`config.mk`:
```
export PLATFORM = sky130hd
export DESIGN_NAME = command_char_run_length_tokenizer_top
export DESIGN_NICKNAME = d
export VERILOG_FILES = /design/src/rtl/core/ccrlt_pkg.sv /design/src/rtl/core/ccrlt_step.sv /design/src/rtl/core/ccrlt_outq.sv /design/src/rtl/core/command_char_run_length_tokenizer_top.sv
export SDC_FILE = /design/constraint.sdc
export NUM_CORES = 1
export LEC_CHECK = 0
export ABC_AREA = 0
export ABC_CLOCK_PERIOD_IN_PS = 9900
export BUFFER_PORTS_ARGS = -buffer_cell sky130_fd_sc_hd__buf_2
export CAP_MARGIN = 5
export CELL_PAD_IN_SITES_DETAIL_PLACEMENT = 1
export CELL_PAD_IN_SITES_GLOBAL_PLACEMENT = 1
export CORE_UTILIZATION = 53
export DETAILED_ROUTE_END_ITERATION = 10
export PLACE_DENSITY = 0.89
export SLEW_MARGIN = 20
export SYNTH_ARGS = -nofsm -noshare
export SYNTH_HDL_FRONTEND = slang
export SYNTH_SLANG_ARGS = --single-unit
```
`constraint.sdc`:
```
create_clock -name clk -period 9.9 [get_ports clk]
set_clock_uncertainty 0.1 [all_clocks]
set_input_delay 0.495 -clock clk [delete_from_list [all_inputs] [get_ports clk]]
set_output_delay 0.495 -clock clk [all_outputs]
set_load 0.01 [all_outputs]
```
`src/rtl/core/ccrlt_pkg.sv`:
```
// Package for the command character run-length tokenizer.
// Holds the opcode set, character codes, result types and the byte decoder.
// No dependencies.
`timescale 1ns / 1ps

package ccrlt_pkg;

  // longest merged run; counts are capped at what repeat_count can hold
  localparam int unsigned MaxRun = 255;
  localparam logic [7:0] RunCap = (MaxRun > 255) ? 8'd255 : 8'(MaxRun);

  // result queue geometry
  localparam int unsigned QDepth = 4;
  localparam int unsigned QIdxW = $clog2(QDepth);
  localparam int unsigned QCntW = $clog2(QDepth + 1);

  // character codes
  localparam logic [7:0] ChSemi = 8'h3B;  // ';'
  localparam logic [7:0] ChLf = 8'h0A;  // newline
  localparam logic [7:0] ChPlus = 8'h2B;  // '+'
  localparam logic [7:0] ChMinus = 8'h2D;  // '-'
  localparam logic [7:0] ChLt = 8'h3C;  // '<'
  localparam logic [7:0] ChGt = 8'h3E;  // '>'
  localparam logic [7:0] ChCaret = 8'h5E;  // '^'
  localparam logic [7:0] ChLbrk = 8'h5B;  // '['
  localparam logic [7:0] ChRbrk = 8'h5D;  // ']'
  localparam logic [7:0] ChDot = 8'h2E;  // '.'
  localparam logic [7:0] ChAmp = 8'h26;  // '&'
  localparam logic [7:0] ChComma = 8'h2C;  // ','
  localparam logic [7:0] ChStar = 8'h2A;  // '*'
  localparam logic [7:0] ChLbrc = 8'h7B;  // '{'
  localparam logic [7:0] ChRbrc = 8'h7D;  // '}'
  localparam logic [7:0] ChAt = 8'h40;  // '@'
  localparam logic [7:0] ChLpar = 8'h28;  // '('
  localparam logic [7:0] ChRpar = 8'h29;  // ')'

  typedef enum logic [3:0] {
    OP_INITPT = 4'd0,
    OP_INCPTR = 4'd1,
    OP_DECPTR = 4'd2,
    OP_STARTL = 4'd3,
    OP_EXITLP = 4'd4,
    OP_INCVAL = 4'd5,
    OP_DECVAL = 4'd6,
    OP_PUTOUT = 4'd7,
    OP_PUTERR = 4'd8,
    OP_GETVAL = 4'd9,
    OP_DELVAL = 4'd10,
    OP_SCANLT = 4'd11,
    OP_SCANRT = 4'd12,
    OP_ENDAPP = 4'd13,
    OP_STARTC = 4'd14,
    OP_ENDCND = 4'd15
  } op_t;

  // decoded byte: hit is low for bytes that are not commands
  typedef struct packed {
    logic hit;
    op_t  op;
  } tok_t;

  // one result item
  typedef struct packed {
    op_t        op;
    logic [7:0] count;
    logic       last;
  } res_t;

  // results of one step, packed toward slot 0
  typedef struct packed {
    logic [1:0] num;
    res_t       r0;
    res_t       r1;
  } step_out_t;

  function automatic tok_t decode_byte(input logic [7:0] b);
    tok_t t;
    t.hit = 1'b1;
    t.op = OP_INITPT;
    case (b)
      ChCaret: t.op = OP_INITPT;
      ChGt:    t.op = OP_INCPTR;
      ChLt:    t.op = OP_DECPTR;
      ChLbrk:  t.op = OP_STARTL;
      ChRbrk:  t.op = OP_EXITLP;
      ChPlus:  t.op = OP_INCVAL;
      ChMinus: t.op = OP_DECVAL;
      ChDot:   t.op = OP_PUTOUT;
      ChAmp:   t.op = OP_PUTERR;
      ChComma: t.op = OP_GETVAL;
      ChStar:  t.op = OP_DELVAL;
      ChLbrc:  t.op = OP_SCANLT;
      ChRbrc:  t.op = OP_SCANRT;
      ChAt:    t.op = OP_ENDAPP;
      ChLpar:  t.op = OP_STARTC;
      ChRpar:  t.op = OP_ENDCND;
      default: t.hit = 1'b0;
    endcase
    return t;
  endfunction

  function automatic logic is_mergeable(input op_t op);
    return (op == OP_INCPTR) || (op == OP_DECPTR) ||
           (op == OP_INCVAL) || (op == OP_DECVAL);
  endfunction

endpackage

```
`src/rtl/core/ccrlt_step.sv`:
```
// Input register, tokenizer state and per-byte step logic.
// Depends on ccrlt_pkg; hands up to two results per byte to the result queue.
`timescale 1ns / 1ps

module ccrlt_step
  import ccrlt_pkg::*;
(
  input  logic       clk,
  input  logic       rst,
  input  logic       in_valid,
  output logic       in_ready,
  input  logic [7:0] text_byte,
  input  logic       end_of_text,
  input  logic       cfg_valid,
  input  logic       cfg_data,
  input  logic       q_room,
  output logic       step_fire,
  output step_out_t  step_out
);

  // input register
  logic       a_valid;
  logic [7:0] a_byte;
  logic       a_eot;

  // tokenizer state
  logic       compress;
  logic       in_comment, in_comment_next;
  logic       run_pending, run_pending_next;
  op_t        run_op, run_op_next;
  logic [7:0] run_length, run_length_next;

  // candidate results: closed run, current byte, end of text flush
  logic       ea_v, eb_v, ec_v;
  res_t       ea, eb, ec;
  tok_t       tok;
  logic [7:0] len_inc;

  assign step_fire = a_valid && q_room;
  assign in_ready  = !a_valid || step_fire;

  // input register
  always_ff @(posedge clk) begin
    if (rst) begin
      a_valid <= 1'b0;
    end else if (in_ready) begin
      a_valid <= in_valid;
    end
  end

  always_ff @(posedge clk) begin
    if (in_valid && in_ready) begin
      a_byte <= text_byte;
      a_eot  <= end_of_text;
    end
  end

  // compression enable register
  always_ff @(posedge clk) begin
    if (rst) begin
      compress <= 1'b0;
    end else if (cfg_valid) begin
      compress <= cfg_data;
    end
  end

  // step logic
  always_comb begin
    tok = decode_byte(a_byte);
    len_inc = run_length + 8'd1;
    in_comment_next = in_comment;
    run_pending_next = run_pending;
    run_op_next = run_op;
    run_length_next = run_length;
    ea_v = 1'b0;
    eb_v = 1'b0;
    ec_v = 1'b0;
    ea = '{op: run_op, count: run_length, last: 1'b0};
    eb = '{op: tok.op, count: 8'd1, last: 1'b0};
    ec = '{op: run_op, count: run_length, last: 1'b0};

    if (in_comment) begin
      if (a_byte == ChLf) begin
        in_comment_next = 1'b0;
      end
    end else if (run_pending && compress && tok.hit && tok.op == run_op) begin
      // extend the run, close it at the cap
      if (len_inc >= RunCap) begin
        ea_v = 1'b1;
        ea.count = len_inc;
        run_pending_next = 1'b0;
        run_length_next = 8'd0;
      end else begin
        run_length_next = len_inc;
      end
    end else begin
      // close any open run first
      if (run_pending) begin
        ea_v = 1'b1;
        run_pending_next = 1'b0;
        run_length_next = 8'd0;
      end
      if (a_byte == ChSemi) begin
        in_comment_next = 1'b1;
      end else if (tok.hit) begin
        if (compress && is_mergeable(tok.op)) begin
          run_pending_next = 1'b1;
          run_op_next = tok.op;
          run_length_next = 8'd1;
        end else begin
          eb_v = 1'b1;
        end
      end
    end

    // end of text flushes a pending run and leaves comment mode
    ec.op = run_op_next;
    ec.count = run_length_next;
    if (a_eot) begin
      ec_v = run_pending_next;
      run_pending_next = 1'b0;
      run_length_next = 8'd0;
      in_comment_next = 1'b0;
    end

    // pack toward slot 0, mark the final one
    step_out.num = 2'(ea_v) + 2'(eb_v) + 2'(ec_v);
    step_out.r0 = ea_v ? ea : (eb_v ? eb : ec);
    step_out.r1 = ea_v ? (eb_v ? eb : ec) : ec;
    step_out.r0.last = (step_out.num == 2'd1);
    step_out.r1.last = 1'b1;
  end

  // state registers
  always_ff @(posedge clk) begin
    if (rst) begin
      in_comment  <= 1'b0;
      run_pending <= 1'b0;
      run_op      <= OP_INITPT;
      run_length  <= 8'd0;
    end else if (step_fire) begin
      in_comment  <= in_comment_next;
      run_pending <= run_pending_next;
      run_op      <= run_op_next;
      run_length  <= run_length_next;
    end
  end

endmodule

```
`src/rtl/core/ccrlt_outq.sv`:
```
// Result queue: takes up to two result items per cycle, gives one per cycle while out_ready is high.
// Depends on ccrlt_pkg.
`timescale 1ns / 1ps

module ccrlt_outq
  import ccrlt_pkg::*;
(
  input  logic        clk,
  input  logic        rst,
  input  logic        push,
  input  step_out_t   push_data,
  output logic        room,
  output logic        out_valid,
  input  logic        out_ready,
  output res_t        out_data
);

  res_t             mem [QDepth];
  logic [QIdxW-1:0] head, tail;
  logic [QCntW-1:0] fill;
  logic             pop;
  logic [1:0]       num_in;

  assign num_in    = push ? push_data.num : 2'd0;
  assign pop       = out_valid && out_ready;
  assign out_valid = (fill != '0);
  assign out_data  = mem[head];
  // room for the worst case of two results
  assign room      = (fill <= QCntW'(QDepth - 2));

  // entry writes
  always_ff @(posedge clk) begin
    if (num_in != 2'd0) begin
      mem[tail] <= push_data.r0;
    end
    if (num_in == 2'd2) begin
      mem[tail + QIdxW'(1)] <= push_data.r1;
    end
  end

  // pointers and fill count
  always_ff @(posedge clk) begin
    if (rst) begin
      head <= '0;
      tail <= '0;
      fill <= '0;
    end else begin
      tail <= tail + QIdxW'(num_in);
      if (pop) begin
        head <= head + QIdxW'(1);
      end
      fill <= fill + QCntW'(num_in) - QCntW'(pop);
    end
  end

endmodule

```
`src/rtl/core/command_char_run_length_tokenizer_top.sv`:
```
// Command character run-length tokenizer, top level.
// Instantiates ccrlt_step and ccrlt_outq; depends on ccrlt_pkg.
`timescale 1ns / 1ps

// Takes one source byte per cycle and emits numbered opcodes for the sixteen
// command characters, skipping ';' comments and dropping other bytes. With
// compress_enable set, runs of '+', '-', '<' and '>' come out as one opcode
// with a repeat count of up to 255. Each byte passes an input register and
// the step logic, then a four-entry result queue; a byte gives zero, one or
// two results, and last_of_item marks the final one. Input is taken every
// cycle while the queue has room for two results, so a stream yielding at
// most one result per byte runs at one byte per cycle while out_ready stays
// high; a byte with two results needs a second output transfer. The
// configuration port is always ready; write it only while idle.

module command_char_run_length_tokenizer_top
  import ccrlt_pkg::*;
(
  input  logic       clk,
  input  logic       rst,
  input  logic       cfg_valid,
  output logic       cfg_ready,
  input  logic       compress_enable,
  input  logic       in_valid,
  output logic       in_ready,
  input  logic [7:0] text_byte,
  input  logic       end_of_text,
  output logic       out_valid,
  input  logic       out_ready,
  output logic [3:0] opcode,
  output logic [7:0] repeat_count,
  output logic       last_of_item
);

  logic      q_room;
  logic      step_fire;
  step_out_t step_out;
  res_t      head_res;

  assign cfg_ready = 1'b1;

  // tokenizer step
  ccrlt_step u_step (
    .clk         (clk),
    .rst         (rst),
    .in_valid    (in_valid),
    .in_ready    (in_ready),
    .text_byte   (text_byte),
    .end_of_text (end_of_text),
    .cfg_valid   (cfg_valid),
    .cfg_data    (compress_enable),
    .q_room      (q_room),
    .step_fire   (step_fire),
    .step_out    (step_out)
  );

  // result queue
  ccrlt_outq u_outq (
    .clk       (clk),
    .rst       (rst),
    .push      (step_fire),
    .push_data (step_out),
    .room      (q_room),
    .out_valid (out_valid),
    .out_ready (out_ready),
    .out_data  (head_res)
  );

  assign opcode       = head_res.op;
  assign repeat_count = head_res.count;
  assign last_of_item = head_res.last;

endmodule
```
==> impl_results.md <==
* HP Class: primary input to register
* Initial DRC count at 323
* Final setup viols at 0
* RD Place Congestion at 0.988
* Height of the chip at 102 um
* Worst Path Max Fanout at 14
* Final #Nets at 535
* Layer with the highest usage: met2
* Starting Density at 54.4%
* Via count of the first global-routing pass at 4255
* Total grt overflow at 0
* Setup TNS at 0 ns
* Ant. Diodes at 0
* Core area at 9730 um2
* Final instance area at 5670 um2
* Worst slew margin at 42.6%
* Post-synth top flop: edfxtp_1
* GRT met1 Usage at 39.6%
* Fillers at 1094
* Hold path start: text_byte[6]
* Mapped cell area at 5290 um2
* Worst-path clk slew at 0.09 ns
* Rows at 36
* CP Launch Type: register
* Via count of the routed design at 4336
* Crit path capture type: register
* Htree depth at 3
* Cell Pwr Density at 154 nW/um2
* Multi-input logic area at 2760 um2
* Post-synthesis sequential element count at 86
* Clock Path Buffers at 2
* CP cell instances: or3b_1, a2111oi_2, a221o_1, mux2i_2, or4_4, o21ai_4, inv_4, fa_1, o21ai_1, nor3_1, a31oi_1, o2bb2ai_1
* Met3 usage at 6.09%
* Final period utilization at 57.2%
* Worst ir drop on vdd at 0.107 mV
* Worst setup margin at 4.23 ns
* Slew of the pin with the lowest slew margin at 0.853 ns
* Initial antenna violation count at 0
* Reg2reg setup slack at 4.23 ns
* M2 GR Usage at 49.5%
* CP required at 10.00 ns
* Placed instance area at 5450 um2
* Synth top area share at 32.4%
* Post-layout min period at 5.67 ns
* Register area at 2290 um2
* Clock Sinks at 86
* Ports at 31
* Max-cap violations at 0
* Gr usage total at 30.1%
* Synth cell types at 86
* CTS Buf Count at 9
* First-pass GRT wire length at 23200 um
* Fmax at 176 MHz
* Synth warnings at 0
* RSZ-0062 raised after global routing: no
* Final ANT Viol Nets at 0
* Routed WL at 14500 um
* Seq/Total Area, Yosys at 43.3%
* Hold Path End: u_step.a_byte[6]
* Resize count post-CTS at 0
* Worst hold path cell count at 1
* Final Max Slew Viols at 0
* Full die area at 10400 um2
* Port Buffers at 29
* Post-Syn Instances at 505
* Hold buffers post-CTS at 0
* Post-placement setup slack at 4.40 ns
* Routed len/inst at 22.4 um
* DRT Pass-1 Iters at 5
* Worst-case reg-to-reg path depth at 12
* Die Width at 102 um
* Slowest CP cell: nor3_1
* Post-CTS Setup Repair Bufs at 0
* CP peak stage delay at 0.71 ns
* Clk_lat worst skew at 0.38 ns
* CP arrival at 5.77 ns
* Root Driver: clkbuf_8
* Synth cell count leaders: edfxtp_1, nand2_1, nor2_1
* P_leak at 1.81 nW
* Synth area leaders: edfxtp_1, dfxtp_1, mux4_2
* Largest net degree at the start of global routing at 23
* Synth area leader: edfxtp_1
* Setup CP Type: register to register
* DRC at 0
* Status: completed
* Fraction of registers with async set/reset at 0%
* Layout cell share with drive strength beyond 1 at 17.6%
* Most frequent cell after synthesis: edfxtp_1
* Worst R2R Start: u_step.a_byte[4]
* Vias/cell at 6.68
* Post-synth EDFFs at 57
* HPWL Detailed at 10900 um
* Synth-to-Final Area Change at 7.12%
* CTS tree: done
* Syn avg cell area at 10.5 um2
* Net Count, Synth at 529
* R2r endpoint: u_outq.mem[0][7]
* Final hold vios at 0
## worst max-delay path by stage
stage          slack [ns]        startpoint           endpoint  cells after the start
6_report             4.23  u_step.a_byte[4]   u_outq.mem[0][7]                     12
5_1_grt              3.96  u_step.a_byte[1]   u_outq.mem[0][0]                     13
4_1_cts              4.36  u_step.a_byte[4]   u_outq.mem[0][3]                     11
3_5_place_dp         4.40  u_step.a_byte[4]  u_outq.mem[0][11]                     11
3_3_place_gp         4.59  u_step.a_byte[4]  u_outq.mem[0][11]                     11
2_1_floorplan        5.07  u_step.a_byte[4]   u_outq.mem[2][0]                     17
## critical path, delay by kind of cell, from the launching register on
kind | cells | cell delay [ns]
AO/OA/AOI/OAI | 6 | 2.02
adder cells (fa/ha/maj) | 1 | 0.70
buffers and inverters | 1 | 0.12
flip-flops | 1 | 0.57
multiplexers | 1 | 0.19
AND/OR/NAND/NOR | 3 | 1.77
## layout make-up
cell class                 count  area share [%]
multi-input combinational    364            48.8
sequential                    86            40.5
tap                          133            2.94
timing repair buffer          30            2.69
clock buffer                  10            2.25
clock inverter                 6            1.52
inverter                      20            1.37
## logic make-up after synthesis
logic type / Yosys count / share of synthesized area (%)
AO/OA/AOI/OAI: 151 / 22.8
XOR/XNOR: 12 / 1.99
adder cells (fa/ha/maj): 10 / 2.60
buffers and inverters: 55 / 4.52
flip-flops: 86 / 43.3
multiplexers: 23 / 7.62
other: 1 / 0.0709
AND/OR/NAND/NOR: 167 / 17.1
## state kept, by name, summed over array words and instances, names as in the netlist, 2 cells and up, named ones only
signal and cells:
u_outq.tail 2, u_step.a_byte 8, u_step.run_op 4, u_outq.head 2, u_outq.mem 52, u_outq.fill 3, u_step.run_length 8
## power breakdown
part / switching (mW) / internal, mW / leakage, nW
Combinational: 0.0806 / 0.0837 / 0.890
Sequential: 0.0338 / 0.398 / 0.808
Clock: 0.133 / 0.142 / 0.108
Total: 0.247 / 0.623 / 1.81
## cells in the final DEF, fill, tap and decap left out, drive strengths merged, types with 6 or more instances in the layout
cell     count
mux4        13
nor3        15
a22oi        9
o31ai        7
nand3       11
nand2b      12
nor2        35
clkbuf      10
a22o         8
o21ai       17
inv         20
a21oi       12
and2         7
or3          6
dfxtp       29
o22ai       28
a31oi       10
o211ai       8
nand2       39
nor4         9
xnor2        8
o2bb2ai      8
ha           7
nor2b        6
edfxtp      57
buf         30
## through the flow
stage / hold slack, ns / instances / power [mW] / utilization (%)
global route: 0.170 / 649 / 0.913 / 58.2
finish: 0.189 / 649 / 0.870 / 58.2
detailed placement: 0.371 / 633 / 0.606 / 56.0
CTS: 0.182 / 649 / 0.876 / 58.2
global placement: 0.343 / 633 / 0.595 / 56.0
floorplan: 0.331 / 505 / 0.557 / -
## metal layers
metal / part of all wire (%) / vias up
met5: 0 / -
met4: 1.9 / 0
met3: 7.0 / 24
met2: 50 / 218
met1: 41 / 2114
li1: - / 1980
Power figures use the tool's default switching activity.
